## config.mk

```make
export PLATFORM = sky130hd
export DESIGN_NAME = warmer_thermostat_alarm_controller_unit
export DESIGN_NICKNAME = d
export VERILOG_FILES = /design/src/hdl/wtac_pkg.sv /design/src/hdl/warmer_thermostat_alarm_controller_unit.sv
export VERILOG_INCLUDE_DIRS = /design/src /design/src/hdl
export SDC_FILE = /design/constraint.sdc
export NUM_CORES = 1
export LEC_CHECK = 0
export BUFFER_PORTS_ARGS = -buffer_cell sky130_fd_sc_hd__buf_2
export CAP_MARGIN = 20
export CORE_ASPECT_RATIO = 0.8
export CORE_MARGIN = 1
export CORE_UTILIZATION = 57
export CTS_BUF_LIST = sky130_fd_sc_hd__clkbuf_8
export DETAILED_ROUTE_END_ITERATION = 8
export PLACE_DENSITY = 0.77
export SLEW_MARGIN = 20
export SYNTH_ARGS = -nofsm -noshare
export SYNTH_HDL_FRONTEND = slang
export SYNTH_SLANG_ARGS = --single-unit
```

## constraint.sdc

```tcl
create_clock -name clk -period 6.8 [get_ports clk]
set_clock_uncertainty 0.05 [all_clocks]
set_input_delay 0.34 -clock clk [delete_from_list [all_inputs] [get_ports clk]]
set_output_delay 0.34 -clock clk [all_outputs]
set_load 0.03 [all_outputs]
```

## src/hdl/warmer_thermostat_alarm_controller_unit_assert.svh

```systemverilog
// Assertion macros for the warmer thermostat and alarm controller.
`ifndef WARMER_THERMOSTAT_ALARM_CONTROLLER_UNIT_ASSERT_SVH
`define WARMER_THERMOSTAT_ALARM_CONTROLLER_UNIT_ASSERT_SVH

// Same-cycle implication, checked at every rising edge outside reset.
`define WTAC_ASSERT_NOW(label, ante, cons, msg) \
    label: assert property (@(posedge clk) disable iff (!rst_n) (ante) |-> (cons)) \
        else $error(msg);

// Next-cycle implication.
`define WTAC_ASSERT_NEXT(label, ante, cons, msg) \
    label: assert property (@(posedge clk) disable iff (!rst_n) (ante) |=> (cons)) \
        else $error(msg);

`endif

```

## src/hdl/wtac_pkg.sv

```systemverilog
// Types and constants of the warmer thermostat and alarm controller.
`default_nettype none

package wtac_pkg;

    localparam int SP_W     = 13;
    localparam int OFS_W    = 8;
    localparam int SIL_W    = 10;
    localparam int DIV_W    = 8;
    localparam int CFG_IX_W = 3;
    localparam int CFG_D_W  = 13;
    localparam int BTN_N    = 4;

    localparam logic [SP_W-1:0] SET_MAX = 13'd6000;

    // register reset values
    localparam logic [SP_W-1:0]  PREHEAT_LIMIT_RST  = 13'd3000;
    localparam logic [SP_W-1:0]  INIT_SET_POINT_RST = 13'd3050;
    localparam logic [SP_W-1:0]  AIR_LIMIT_RST      = 13'd3700;
    localparam logic [OFS_W-1:0] HEAT_OFF_OFS_RST   = 8'd10;
    localparam logic [OFS_W-1:0] HEAT_ON_OFS_RST    = 8'd20;
    localparam logic [OFS_W-1:0] ALARM_OFS_RST      = 8'd20;
    localparam logic [SIL_W-1:0] SILENCE_TICKS_RST  = 10'd600;
    localparam logic [DIV_W-1:0] UPDATE_DIV_RST     = 8'd2;

    typedef enum logic [CFG_IX_W-1:0] {
        CFG_PREHEAT_LIMIT     = 3'd0,
        CFG_INITIAL_SET_POINT = 3'd1,
        CFG_AIR_ALARM_LIMIT   = 3'd2,
        CFG_HEATER_OFF_OFFSET = 3'd3,
        CFG_HEATER_ON_OFFSET  = 3'd4,
        CFG_ALARM_OFFSET      = 3'd5,
        CFG_SILENCE_TICKS     = 3'd6,
        CFG_UPDATE_DIVIDE     = 3'd7
    } cfg_index_t;

    typedef enum logic [1:0] {
        CHIRP_NONE    = 2'd0,
        CHIRP_CONFIRM = 2'd1,
        CHIRP_PREHEAT = 2'd2
    } chirp_t;

    // button bit positions in the held mask
    localparam int BTN_STOP = 0;
    localparam int BTN_UP   = 1;
    localparam int BTN_DOWN = 2;
    localparam int BTN_MODE = 3;

endpackage

`default_nettype wire

```

## src/hdl/warmer_thermostat_alarm_controller_unit.sv

```systemverilog
// Warmer thermostat and alarm controller: one control pass per input word.
//
//  channel  | signals                                   | direction
//  ---------+-------------------------------------------+----------
//  input    | in_valid/in_ready, tick .. mode_button     | in
//  result   | out_valid/out_ready, heater_on .. blink    | out
//  config   | cfg_write, cfg_index, cfg_data             | in
//
// One word per cycle while no held result stalls the input: each pass is
// computed from the input ports and the control state and lands in the result register.
// The result is valid in the cycle after the input is accepted.
// in_ready drops only while a result is held and out_ready is low.
// rst_n resets control state, configuration and out_valid at once; set point and edit value load 30.50.
`default_nettype none

module warmer_thermostat_alarm_controller_unit #(
    parameter int SET_STEP   = 10,
    parameter int TEMP_WIDTH = 18
) (
    input  wire logic                                clk,
    input  wire logic                                rst_n,
    input  wire logic                                in_valid,
    output logic                                     in_ready,
    input  wire logic                                tick,
    input  wire logic signed [TEMP_WIDTH-1:0]        skin_temp,
    input  wire logic signed [TEMP_WIDTH-1:0]        air_temp,
    input  wire logic                                stop_button,
    input  wire logic                                up_button,
    input  wire logic                                down_button,
    input  wire logic                                mode_button,
    output logic                                     out_valid,
    input  wire logic                                out_ready,
    output logic                                     heater_on,
    output logic                                     buzzer_on,
    output logic                                     skin_high_led,
    output logic                                     air_high_led,
    output logic                                     editing,
    output logic [wtac_pkg::SP_W-1:0]                active_set_point,
    output logic [wtac_pkg::SP_W-1:0]                pending_set_point,
    output logic                                     preheat_finished,
    output logic [1:0]                               chirp,
    output logic                                     blink_show,
    input  wire logic                                cfg_write,
    input  wire logic [wtac_pkg::CFG_IX_W-1:0]       cfg_index,
    input  wire logic [wtac_pkg::CFG_D_W-1:0]        cfg_data
);

    localparam int SP_W  = wtac_pkg::SP_W;
    localparam int OFS_W = wtac_pkg::OFS_W;
    localparam int SIL_W = wtac_pkg::SIL_W;
    localparam int DIV_W = wtac_pkg::DIV_W;
    // compare width: holds any reading and set point plus offset
    localparam int CW = ((TEMP_WIDTH > SP_W + 2) ? TEMP_WIDTH : SP_W + 2) + 1;
    localparam logic [SP_W:0]   STEP_EXT = (SP_W + 1)'(SET_STEP);
    localparam logic [SP_W-1:0] STEP_SP  = SP_W'(SET_STEP);

    // configuration
    logic [SP_W-1:0]  preheat_limit_reg;
    logic [SP_W-1:0]  air_alarm_limit_reg;
    logic [OFS_W-1:0] heater_off_offset_reg;
    logic [OFS_W-1:0] heater_on_offset_reg;
    logic [OFS_W-1:0] alarm_offset_reg;
    logic [SIL_W-1:0] silence_ticks_reg;
    logic [DIV_W-1:0] update_divide_reg;

    // control state
    logic                         preheat_over_reg,   preheat_over_next;
    logic                         heater_state_reg,   heater_state_next;
    logic                         buzzer_state_reg,   buzzer_state_next;
    logic                         alarm_active_reg,   alarm_active_next;
    logic                         silenced_reg,       silenced_next;
    logic [SIL_W-1:0]             silence_count_reg,  silence_count_next;
    logic [DIV_W-1:0]             tick_divider_reg,   tick_divider_next;
    logic                         update_pending_reg, update_pending_next;
    logic                         stop_requested_reg, stop_requested_next;
    logic [wtac_pkg::BTN_N-1:0]   button_held_reg,    button_held_next;
    logic                         edit_mode_reg,      edit_mode_next;
    logic [SP_W-1:0]              set_point_reg,      set_point_next;
    logic [SP_W-1:0]              edit_value_reg,     edit_value_next;
    logic signed [TEMP_WIDTH-1:0] skin_latched_reg,   skin_latched_next;
    logic signed [TEMP_WIDTH-1:0] air_latched_reg,    air_latched_next;
    logic                         buzz_phase_reg,     buzz_phase_next;
    logic                         blink_phase_reg,    blink_phase_next;

    // pass results
    logic             skin_led_next;
    logic             air_led_next;
    wtac_pkg::chirp_t chirp_next;

    // result register
    logic             out_valid_reg;
    logic             out_heater_reg;
    logic             out_buzzer_reg;
    logic             out_skin_led_reg;
    logic             out_air_led_reg;
    logic             out_editing_reg;
    logic [SP_W-1:0]  out_active_sp_reg;
    logic [SP_W-1:0]  out_pending_sp_reg;
    logic             out_preheat_reg;
    wtac_pkg::chirp_t out_chirp_reg;
    logic             out_blink_reg;

    logic in_fire;

    assign in_ready = !out_valid_reg || out_ready;
    assign in_fire  = in_valid && in_ready;

    // configuration writes; initial set point only matters at reset, and
    // reset restores its default, so it needs no storage
    always_ff @(posedge clk or negedge rst_n)
    begin
        if (!rst_n)
        begin
            preheat_limit_reg     <= wtac_pkg::PREHEAT_LIMIT_RST;
            air_alarm_limit_reg   <= wtac_pkg::AIR_LIMIT_RST;
            heater_off_offset_reg <= wtac_pkg::HEAT_OFF_OFS_RST;
            heater_on_offset_reg  <= wtac_pkg::HEAT_ON_OFS_RST;
            alarm_offset_reg      <= wtac_pkg::ALARM_OFS_RST;
            silence_ticks_reg     <= wtac_pkg::SILENCE_TICKS_RST;
            update_divide_reg     <= wtac_pkg::UPDATE_DIV_RST;
        end
        else if (cfg_write)
        begin
            unique case (wtac_pkg::cfg_index_t'(cfg_index))
                wtac_pkg::CFG_PREHEAT_LIMIT:     preheat_limit_reg     <= cfg_data;
                wtac_pkg::CFG_INITIAL_SET_POINT: ;
                wtac_pkg::CFG_AIR_ALARM_LIMIT:   air_alarm_limit_reg   <= cfg_data;
                wtac_pkg::CFG_HEATER_OFF_OFFSET: heater_off_offset_reg <= cfg_data[OFS_W-1:0];
                wtac_pkg::CFG_HEATER_ON_OFFSET:  heater_on_offset_reg  <= cfg_data[OFS_W-1:0];
                wtac_pkg::CFG_ALARM_OFFSET:      alarm_offset_reg      <= cfg_data[OFS_W-1:0];
                wtac_pkg::CFG_SILENCE_TICKS:     silence_ticks_reg     <= cfg_data[SIL_W-1:0];
                wtac_pkg::CFG_UPDATE_DIVIDE:     update_divide_reg     <= cfg_data[DIV_W-1:0];
                default: ;
            endcase
        end
    end

    // one control pass
    always_comb
    begin
        logic [DIV_W:0]          div_inc;
        logic signed [CW-1:0]    skin_w;
        logic signed [CW-1:0]    air_w;
        logic signed [CW-1:0]    sp_w;
        logic signed [CW-1:0]    lim_w;
        logic [SP_W:0]           ev_up;
        logic                    e_stop;
        logic                    e_up;
        logic                    e_down;
        logic                    e_mode;

        preheat_over_next   = preheat_over_reg;
        heater_state_next   = heater_state_reg;
        buzzer_state_next   = buzzer_state_reg;
        alarm_active_next   = alarm_active_reg;
        silenced_next       = silenced_reg;
        silence_count_next  = silence_count_reg;
        tick_divider_next   = tick_divider_reg;
        update_pending_next = update_pending_reg;
        stop_requested_next = stop_requested_reg;
        button_held_next    = button_held_reg;
        edit_mode_next      = edit_mode_reg;
        set_point_next      = set_point_reg;
        edit_value_next     = edit_value_reg;
        skin_latched_next   = skin_latched_reg;
        air_latched_next    = air_latched_reg;
        buzz_phase_next     = buzz_phase_reg;
        blink_phase_next    = blink_phase_reg;
        skin_led_next       = 1'b0;
        air_led_next        = 1'b0;
        chirp_next          = wtac_pkg::CHIRP_NONE;
        div_inc             = '0;
        skin_w              = '0;
        air_w               = '0;
        sp_w                = '0;
        lim_w               = '0;
        ev_up               = '0;
        e_stop              = 1'b0;
        e_up                = 1'b0;
        e_down              = 1'b0;
        e_mode              = 1'b0;

        if (tick)
        begin
            if (silenced_reg && silence_count_reg != {SIL_W{1'b1}})
                silence_count_next = silence_count_reg + 1'b1;
            div_inc = {1'b0, tick_divider_reg} + 1'b1;
            // a divide of zero is met at once, same as one
            if (div_inc >= {1'b0, update_divide_reg})
            begin
                update_pending_next = 1'b1;
                tick_divider_next   = '0;
            end
            else
                tick_divider_next = div_inc[DIV_W-1:0];
        end

        if (!preheat_over_reg)
        begin
            if (update_pending_next)
            begin
                update_pending_next = 1'b0;
                skin_latched_next   = skin_temp;
                skin_w = CW'(skin_temp);
                lim_w  = $signed(CW'(preheat_limit_reg));
                if (skin_w > lim_w)
                begin
                    heater_state_next = 1'b0;
                    preheat_over_next = 1'b1;
                    chirp_next        = wtac_pkg::CHIRP_PREHEAT;
                end
                else if (skin_w < lim_w)
                    heater_state_next = 1'b1;
            end
        end
        else
        begin
            skin_w = CW'(skin_latched_reg);
            lim_w  = $signed(CW'(set_point_reg)) + $signed(CW'(alarm_offset_reg));
            if (skin_w >= lim_w)
            begin
                if (!silenced_reg)
                    alarm_active_next = 1'b1;
                if (stop_requested_reg && !silenced_reg)
                begin
                    silenced_next       = 1'b1;
                    silence_count_next  = '0;
                    stop_requested_next = 1'b0;
                    alarm_active_next   = 1'b0;
                end
                skin_led_next = 1'b1;
            end
            else
            begin
                buzzer_state_next  = 1'b0;
                alarm_active_next  = 1'b0;
                silenced_next      = 1'b0;
                silence_count_next = '0;
            end
            if (silence_count_next >= silence_ticks_reg)
            begin
                silenced_next      = 1'b0;
                silence_count_next = '0;
            end
            air_w = CW'(air_latched_reg);
            air_led_next = air_w > $signed(CW'(air_alarm_limit_reg));

            // press edges; held mask follows the levels
            e_stop = stop_button && !button_held_reg[wtac_pkg::BTN_STOP];
            e_up   = up_button   && !button_held_reg[wtac_pkg::BTN_UP];
            e_down = down_button && !button_held_reg[wtac_pkg::BTN_DOWN];
            e_mode = mode_button && !button_held_reg[wtac_pkg::BTN_MODE];
            button_held_next = {mode_button, down_button, up_button, stop_button};

            if (e_stop)
            begin
                buzzer_state_next   = 1'b0;
                stop_requested_next = 1'b1;
            end
            if (e_up && edit_mode_reg)
            begin
                ev_up = {1'b0, edit_value_next} + STEP_EXT;
                if (ev_up >= {1'b0, wtac_pkg::SET_MAX})
                    edit_value_next = wtac_pkg::SET_MAX;
                else
                    edit_value_next = ev_up[SP_W-1:0];
            end
            if (e_down && edit_mode_reg)
            begin
                if (edit_value_next <= STEP_SP)
                    edit_value_next = '0;
                else
                    edit_value_next = edit_value_next - STEP_SP;
            end
            if (e_mode)
            begin
                edit_mode_next = !edit_mode_reg;
                if (edit_mode_reg)
                begin
                    set_point_next = edit_value_next;
                    chirp_next     = wtac_pkg::CHIRP_CONFIRM;
                end
            end

            if (update_pending_next)
            begin
                if (alarm_active_next)
                begin
                    buzz_phase_next   = !buzz_phase_reg;
                    buzzer_state_next = !buzz_phase_reg;
                end
                if (edit_mode_next)
                    blink_phase_next = !blink_phase_reg;
                skin_latched_next = skin_temp;
                air_latched_next  = air_temp;
                skin_w = CW'(skin_temp);
                sp_w   = $signed(CW'(set_point_next));
                if (skin_w >= sp_w - $signed(CW'(heater_off_offset_reg)))
                    heater_state_next = 1'b0;
                else if (skin_w <= sp_w - $signed(CW'(heater_on_offset_reg)))
                    heater_state_next = 1'b1;
                update_pending_next = 1'b0;
            end
        end
    end

    always_ff @(posedge clk or negedge rst_n)
    begin
        if (!rst_n)
        begin
            preheat_over_reg   <= 1'b0;
            heater_state_reg   <= 1'b0;
            buzzer_state_reg   <= 1'b0;
            alarm_active_reg   <= 1'b0;
            silenced_reg       <= 1'b0;
            silence_count_reg  <= '0;
            tick_divider_reg   <= '0;
            update_pending_reg <= 1'b0;
            stop_requested_reg <= 1'b0;
            button_held_reg    <= '0;
            edit_mode_reg      <= 1'b0;
            set_point_reg      <= wtac_pkg::INIT_SET_POINT_RST;
            edit_value_reg     <= wtac_pkg::INIT_SET_POINT_RST;
            skin_latched_reg   <= '0;
            air_latched_reg    <= '0;
            buzz_phase_reg     <= 1'b0;
            blink_phase_reg    <= 1'b0;
        end
        else if (in_fire)
        begin
            preheat_over_reg   <= preheat_over_next;
            heater_state_reg   <= heater_state_next;
            buzzer_state_reg   <= buzzer_state_next;
            alarm_active_reg   <= alarm_active_next;
            silenced_reg       <= silenced_next;
            silence_count_reg  <= silence_count_next;
            tick_divider_reg   <= tick_divider_next;
            update_pending_reg <= update_pending_next;
            stop_requested_reg <= stop_requested_next;
            button_held_reg    <= button_held_next;
            edit_mode_reg      <= edit_mode_next;
            set_point_reg      <= set_point_next;
            edit_value_reg     <= edit_value_next;
            skin_latched_reg   <= skin_latched_next;
            air_latched_reg    <= air_latched_next;
            buzz_phase_reg     <= buzz_phase_next;
            blink_phase_reg    <= blink_phase_next;
        end
    end

    always_ff @(posedge clk or negedge rst_n)
    begin
        if (!rst_n)
            out_valid_reg <= 1'b0;
        else if (in_ready)
            out_valid_reg <= in_valid;
    end

    // result word payload
    always_ff @(posedge clk)
    begin
        if (in_fire)
        begin
            out_heater_reg     <= heater_state_next;
            out_buzzer_reg     <= buzzer_state_next;
            out_skin_led_reg   <= skin_led_next;
            out_air_led_reg    <= air_led_next;
            out_editing_reg    <= edit_mode_next;
            out_active_sp_reg  <= set_point_next;
            out_pending_sp_reg <= edit_value_next;
            out_preheat_reg    <= preheat_over_next;
            out_chirp_reg      <= chirp_next;
            out_blink_reg      <= blink_phase_next;
        end
    end

    assign out_valid         = out_valid_reg;
    assign heater_on         = out_heater_reg;
    assign buzzer_on         = out_buzzer_reg;
    assign skin_high_led     = out_skin_led_reg;
    assign air_high_led      = out_air_led_reg;
    assign editing           = out_editing_reg;
    assign active_set_point  = out_active_sp_reg;
    assign pending_set_point = out_pending_sp_reg;
    assign preheat_finished  = out_preheat_reg;
    assign chirp             = out_chirp_reg;
    assign blink_show        = out_blink_reg;

`include "warmer_thermostat_alarm_controller_unit_assert.svh"

    `WTAC_ASSERT_NEXT(a_preheat_sticky, preheat_over_reg, preheat_over_reg,
        "preheat done flag cleared")
    `WTAC_ASSERT_NOW(a_alarm_not_silenced, 1'b1, !(alarm_active_reg && silenced_reg),
        "alarm active while silenced")
    `WTAC_ASSERT_NOW(a_edit_value_range, 1'b1, edit_value_reg <= wtac_pkg::SET_MAX,
        "edit value above maximum")
    `WTAC_ASSERT_NEXT(a_preheat_chirp, in_fire && !preheat_over_reg && preheat_over_next,
        out_valid && chirp == wtac_pkg::CHIRP_PREHEAT && !heater_on,
        "preheat end word missing its chirp")

endmodule

`default_nettype wire

```

==> qor.csv, run 1 <==
metric;value;unit
status;finished, violations left;
failing checks;negative setup slack;
total CTS buffers;17;
ANT cells;0;
CTS root buffer;clkbuf_8;
die footprint;0.0232;mm^2
Chip Height;136;um
min cycle time layout;6820;ps
Core Area;0.0219;mm^2
I/O pin count;99;
startpoint class of the critical path;register;
Starting Density;58.9;%
Sequential Area;0.00516;mm^2
post-synthesis register bit count;197;
Final #Nets;1719;
Max Root-Sink Buffers;2;
RSZ-0062 raised after global routing;yes;
HP Class;input port to register;
crit-path max FO;4;
arrival time at the worst endpoint;7030;ps
Setup WS post-layout;-20.8;ps
area grow syn2layout;17.4;%
Leakage;7.01;nW
Via density;5.83;
Die Wd;170;um
Max Cap Violations;0;
fin crit share;100;%
FP Rows;48;
synthesized instance count;1353;
RR Startpoint;edit_value_reg[6]$_DFFE_PN1P_;
Worst Hold Path Cells;2;
clk sink count;197;
asr flop ratio synth;82.2;%
final slew viol count;0;
Total Power;6.35;mW
Peak Freq;147;MHz
Mapped Area;0.0129;mm^2
FF-to-FF End;heater_on$_DFFE_PP_;
worst path required time;7010;ps
largest net degree at the start of global routing;96;
wire per inst;19.2;um
clock slew seen by the registers of the worst setup and hold paths;110;ps
antenna violations before repair;2;
register area share after synthesis;40.0;%
CP peak stage delay;560;ps
first-pass GRT wire length;55.4;mm
pwr dens;420;mW/mm^2
Hold Crit Endpoint;air_latched_reg[4]$_DFFE_PN0P_;
total grt overflow;0;
leading cell types in the layout, fill and taps excluded;170 x nand2_1, 121 x dfrtp_1, 117 x ha_1;
prevailing post-synth register cell;dfrtp_1;
Pre-Repair DR Iteration Count;5;
Vias;10800;
Fillers;1716;
Detailed Route WL;35.4;mm
syn avg cell area;9.52;um^2
CTS tree;built;
Yosys cell types;83;
worst-path cell with the longest stage delay;dfstp_2;
Tot GR Track Use;31.8;%
worst reg2reg path depth;33;
number of synthesized flops with an enable pin;35;
critical setup path kind;register to register;
Stages on worst setup path;33;
actual slew at the worst max-slew pin;1010;ps
# setup viols final;1;
Post-Route Setup TNS;-20.8;ps
vias in the first global route;10300;
area of the multi-input gates;0.00736;mm^2
Max-Slew Margin vs Limit;32.5;%
Mapped Nets;1541;
DRT iter0 DRCs;922;
clk_lat worst skew;510;ps
RD Place Congestion;0.912;
leading cell type in the layout, fill and taps excluded;nand2_1;
yosys warns;0;
layout cells sized above 1;26.7;%
final hold viol count;0;
Critical Path End Type;register;
DP Wirelength;26.1;mm
Hold Startpoint;air_temp[4];
htree depth;4;
VDD IR max;281;uV
Post-route DRC;0;
Top delay family on crit path;simple AND/OR/NAND/NOR gates;
Worst R2R Setup Slack;-20;ps
Worst Path Buf+Inv;1;
Final ANT Viol Nets;0;
Port-buffer cells;98;
==> what timing repair did <==
item | in CTS | in global routing
endpoints found under the hold margin | 87 | 0
setup buffers | 10 | 7
hold buffers | 24 | 0
resized for setup | 24 | 20
pin swaps | 27 | 8
setup endpoints to repair | 2 | 12
cloned | 0 | 0
==> synthesized netlist by cell type, types with 6 or more instances <==
cell,number,area (um^2)
edfxtp_1,35,1050
nand4_1,26,163
mux2_2,78,878
inv_1,97,364
nor4_1,14,87.6
xnor2_1,43,377
o21ai_0,109,546
ha_1,123,1540
and2_1,6,37.5
dfstp_2,41,1080
a21o_1,40,300
buf_2,10,50.1
a211oi_1,8,60.1
nor2_1,77,289
nand2b_1,19,119
and3_1,8,50.1
nand3_1,34,170
nor2b_1,10,62.6
mux2i_1,8,80.1
or2_2,9,56.3
o21a_1,9,67.6
dfrtp_1,121,3030
nand2_1,171,642
nor3_1,18,90.1
a21oi_1,57,285
clkbuf_1,44,165
xor2_1,22,193
o21bai_1,8,60.1
==> report_power, final <==
group	total, mW	internal [mW]	switching (mW)
registers	1.87	1.62	0.259
clock network	0.762	0.273	0.489
logic	3.72	1.70	2.01
total	6.35	3.59	2.76
==> how the worst max path moves through the flow <==
stage                                  start                   to  slack [ps]
6_report       edit_value_reg[6]$_DFFE_PN1P_  heater_on$_DFFE_PP_         -20
5_1_grt        edit_value_reg[1]$_DFFE_PN1P_  heater_on$_DFFE_PP_        -350
4_1_cts        edit_value_reg[7]$_DFFE_PN1P_  heater_on$_DFFE_PP_          30
3_5_place_dp   edit_value_reg[1]$_DFFE_PN1P_  heater_on$_DFFE_PP_        -260
3_3_place_gp   edit_value_reg[1]$_DFFE_PN1P_  heater_on$_DFFE_PP_          -5
2_1_floorplan  edit_value_reg[1]$_DFFE_PN1P_  heater_on$_DFFE_PP_           6
==> cell families (layout without fill, tap and decap cells) <==
kind of cell | count (synthesis) | after routing | synth area share [%]
fa+ha+maj | 126 | 126 | 12.4
mux | 86 | 86 | 7.44
xor+xnor | 65 | 65 | 4.42
compound gates | 289 | 289 | 14.3
buf+inv | 157 | 348 | 4.80
simple gates | 433 | 433 | 16.6
flops | 197 | 197 | 40.0
==> routing by layer <==
layer / part of all wire [%] / vias to the layer above / track usage (%) / wire length (um)
met3: 7.4 / 64 / 6.67 / 2630
met2: 45 / 385 / 49.0 / 15800
met1: 45 / 5170 / 44.4 / 16000
li1: - / 5133 / - / -
met5: 0 / - / 0 / 0
met4: 2.6 / 0 / 10.8 / 911
==> through the flow <==
stage	setup WS, ps	util [%]	area [um^2]	cells	hold slack (ps)
global placement	-5.19	64.9	14200	1770	403
floorplan	5.67	-	12900	1353	-5.59
detailed placement	-259	64.9	14200	1770	408
CTS	25.3	68.6	15000	1836	1.08
finish	-20.8	69.2	15100	1844	14.8
global route	-348	69.2	15100	1844	5.13
==> layout make-up <==
type	instances	share of cell area, %
tap	300	2.48
clock buffer	17	1.55
sequential	197	34.1
timing repair buffer	218	9.74
multi-input combinational	999	48.7
inverter	98	2.43
clock inverter	15	1.05
Power figures use the tool's default switching activity.
==> inputs of run 2 (changes only) <==
ABC_AREA = 1   (was default)
==> run 2 against run 1 <==
Effect of this change:
- the run now ends clean
- via count fell by 0.90%
- die area fell by 1.8%
- combinational power fell by 13%
- sequential power barely moved
- design area fell by 5.7%
- non-clock buffer count fell by 82
==> qor.csv, run 2 <==
metric;value;unit;change
HP Class;input port to register;;
FP Rows;48;;unchanged
worst path required time;7160;ps;+150 ps
VDD IR max;247;uV;-12%
Sequential Area;0.00516;mm^2;unchanged
most common cell in the netlist;nand2_1;;
Critical Path End Type;register;;
Via density;5.38;;-7.8%
Pre-Repair DR Iteration Count;6;;+1
Total Power;5.96;mW;-6.2%
Fillers;1822;;+6.2%
Max Cap Violations;0;;unchanged
layout cells sized above 1;16.2;%;-11 points
clk_lat worst skew;520;ps;about the same
CTS root buffer;clkbuf_8;;
Max-Slew Margin vs Limit;30.8;%;-1.7 points
DRT iter0 DRCs;868;;-5.9%
final slew viol count;0;;unchanged
number of synthesized flops with an enable pin;35;;unchanged
Final ANT Viol Nets;0;;unchanged
status;finished clean;;
dpl cell area;0.0134;mm^2;-5.2%
Post-route DRC;0;;unchanged
Vias;10700;;-0.90%
most frequent cells after synthesis;370 x nand2_1, 206 x inv_1, 173 x o21ai_0, 123 x ha_1, 121 x dfrtp_1;;
Die Wd;169;um;-0.89%
leading cell type in the layout, fill and taps excluded;nand2_1;;
final hold viol count;0;;unchanged
register area share after synthesis;40.8;%;+0.73 points
Yosys cell types;53;;-36%
critical setup path kind;register to register;;
Leakage;6.98;nW;-0.44%
# setup viols final;0;;-1
DP Wirelength;23.1;mm;-12%
Worst Hold Path Cells;3;;+1
top-area cell type share of the netlist area;23.9;%;+0.43 points
clock slew seen by the registers of the worst setup and hold paths;120;ps;about the same
die footprint;0.0228;mm^2;-1.8%
Post-Route Setup TNS;0;ps;+20.8 ps
worst-path cell with the longest stage delay;dfrtp_1;;
synthesized instance count;1552;;+15%
htree depth;4;;unchanged
largest net degree at the start of global routing;95;;-1.0%
cell taking the most area after synthesis;dfrtp_1;;
area of the multi-input gates;0.00664;mm^2;-9.8%
first-pass GRT wire length;50.1;mm;-9.7%
Max Root-Sink Buffers;2;;unchanged
worst reg2reg path depth;39;;+18%
startpoint class of the critical path;register;;
leading post-synthesis cells by cell area;dfrtp_1 24%, ha_1 12%, nand2_1 11%;;
CP peak stage delay;440;ps;-120 ps
post-synthesis register bit count;197;;unchanged
ANT cells;0;;unchanged
vias in the first global route;10000;;-2.5%
Port-buffer cells;98;;unchanged
CTS tree;built;;
Mapped Nets;1740;;+13%
min cycle time layout;6300;ps;-524 ps
post-route cell area;0.0143;mm^2;-5.7%
arrival time at the worst endpoint;6650;ps;-380 ps
crit-path max FO;6;;+2
Core Area;0.0217;mm^2;-0.82%
area grow syn2layout;12.8;%;
prevailing post-synth register cell;dfrtp_1;;
yosys warns;0;;unchanged
Starting Density;58.3;%;-0.57 points
Setup WS pre-CTS;152;ps;+411 ps
pwr dens;418;mW/mm^2;-0.56%
fin crit share;92.6;%;-7.7 points
asr flop ratio synth;82.2;%;unchanged
wire per inst;15.5;um;-19%
Core Util, Final;65.8;%;-3.4 points
syn avg cell area;8.15;um^2;-14%
RD Place Congestion;0.907;;-0.58%
Tot GR Track Use;28.4;%;-3.4 points
Detailed Route WL;30.7;mm;-13%
Peak Freq;159;MHz;+8.3%
total CTS buffers;17;;unchanged
clk sink count;197;;unchanged
total grt overflow;0;;unchanged
I/O pin count;99;;unchanged
Setup WS post-layout;504;ps;+524 ps
Mapped Area;0.0126;mm^2;-1.8%
Most common cell on crit path;nand2_1;;
actual slew at the worst max-slew pin;1030;ps;+18.9 ps
Chip Height;135;um;-0.88%
Final #Nets;1856;;+8.0%
antenna violations before repair;0;;-2
leading cell types in the layout, fill and taps excluded;370 x nand2_1, 203 x inv_1, 163 x o21ai_0;;
-- run 2: changes by cell type after synthesis, moves of 19 or more --
cell / before / now
inv_1: 97 / 206
nand2b_1: 19 / 0
a21o_1: 40 / 3
nand3_1: 34 / 76
mux2_2: 78 / 16
nand2_1: 171 / 370
o21ai_0: 109 / 173
xnor2_1: 43 / 8
-- run 2: routing by layer --
layer / part of all wire [%] / vias to the layer above / global-route usage (%)
met5: 0 / - / 0
met2: 45 / 322 / 44.1
met3: 5.9 / 47 / 6.31
met1: 47 / 4950 / 39.6
li1: - / 5336 / -
met4: 2.2 / 0 / 9.44
-- run 2: path summary, 6_finish.rpt --
path	startpoint	end	slack, ps
max	set_point_reg[0]$_DFFE_PN0P_	silence_count_reg[6]$_DFFE_PN0P_	500
min	mode_button	button_held_reg[3]$_DFFE_PN0P_	10
max reg2reg	set_point_reg[0]$_DFFE_PN0P_	silence_count_reg[6]$_DFFE_PN0P_	500
min reg2reg	buzz_phase_reg$_DFFE_PN0P_	buzz_phase_reg$_DFFE_PN0P_	430
max in group asynchronous	rst_n	silence_count_reg[6]$_DFFE_PN0P_	4860
min in group asynchronous	rst_n	skin_latched_reg[15]$_DFFE_PN0P_	410
-- run 2: timing repair --
action	4_1_cts	5_1_grt
hold buffers	22	1
hold endpoints to repair	89	1
endpoints found under the setup margin	0	13
resized for setup	0	34
setup buffers	0	4
-- run 2: per-stage QoR --
| stage | std cells | hold WS, ps |
|---|---|---|
| 6_report | 1981 | 14.3 |
| 5_1_grt | 1981 | 5.54 |
| 4_1_cts | 1976 | 1.16 |
| 3_5_place_dp | 1922 | 415 |
| 3_3_place_gp | 1922 | 412 |
| 2_1_floorplan | 1552 | -5.59 |
-- run 2: report_power, final --
| group | internal [mW] | total (mW) | leakage (nW) | switching [mW] |
|---|---|---|---|---|
| Clock | 0.298 | 0.824 | 0.220 | 0.525 |
| Combinational | 1.24 | 3.25 | 4.46 | 2.01 |
| Sequential | 1.63 | 1.89 | 2.29 | 0.259 |
-- run 2: area by class of cell --
| class | count | area share [%] |
|---|---|---|
| Sequential cell | 197 | 36.1 |
| Clock inverter | 15 | 1.55 |
| Timing Repair Buffer | 136 | 5.88 |
| Inverter | 214 | 5.63 |
| Tap cell | 300 | 2.63 |
| Clock buffer | 17 | 1.64 |
| Multi-Input combinational cell | 1102 | 46.5 |
-- run 2: kinds of logic after synthesis --
family / synth area share (%)
compound gates: 12.4
xor+xnor: 3.18
fa+ha+maj: 12.6
buf+inv: 7.69
flops: 40.8
mux: 1.74
simple gates: 21.6
-- run 2: worst max-delay path: cells and delay by family, from the launching register on --
| kind | cells | cell delay, ps |
|---|---|---|
| AO/OA/AOI/OAI | 11 | 2140 |
| XOR/XNOR | 1 | 160 |
| adder cells (fa/ha/maj) | 4 | 1000 |
| buffers and inverters | 2 | 340 |
| AND/OR/NAND/NOR | 21 | 2050 |
| flip-flops | 1 | 440 |
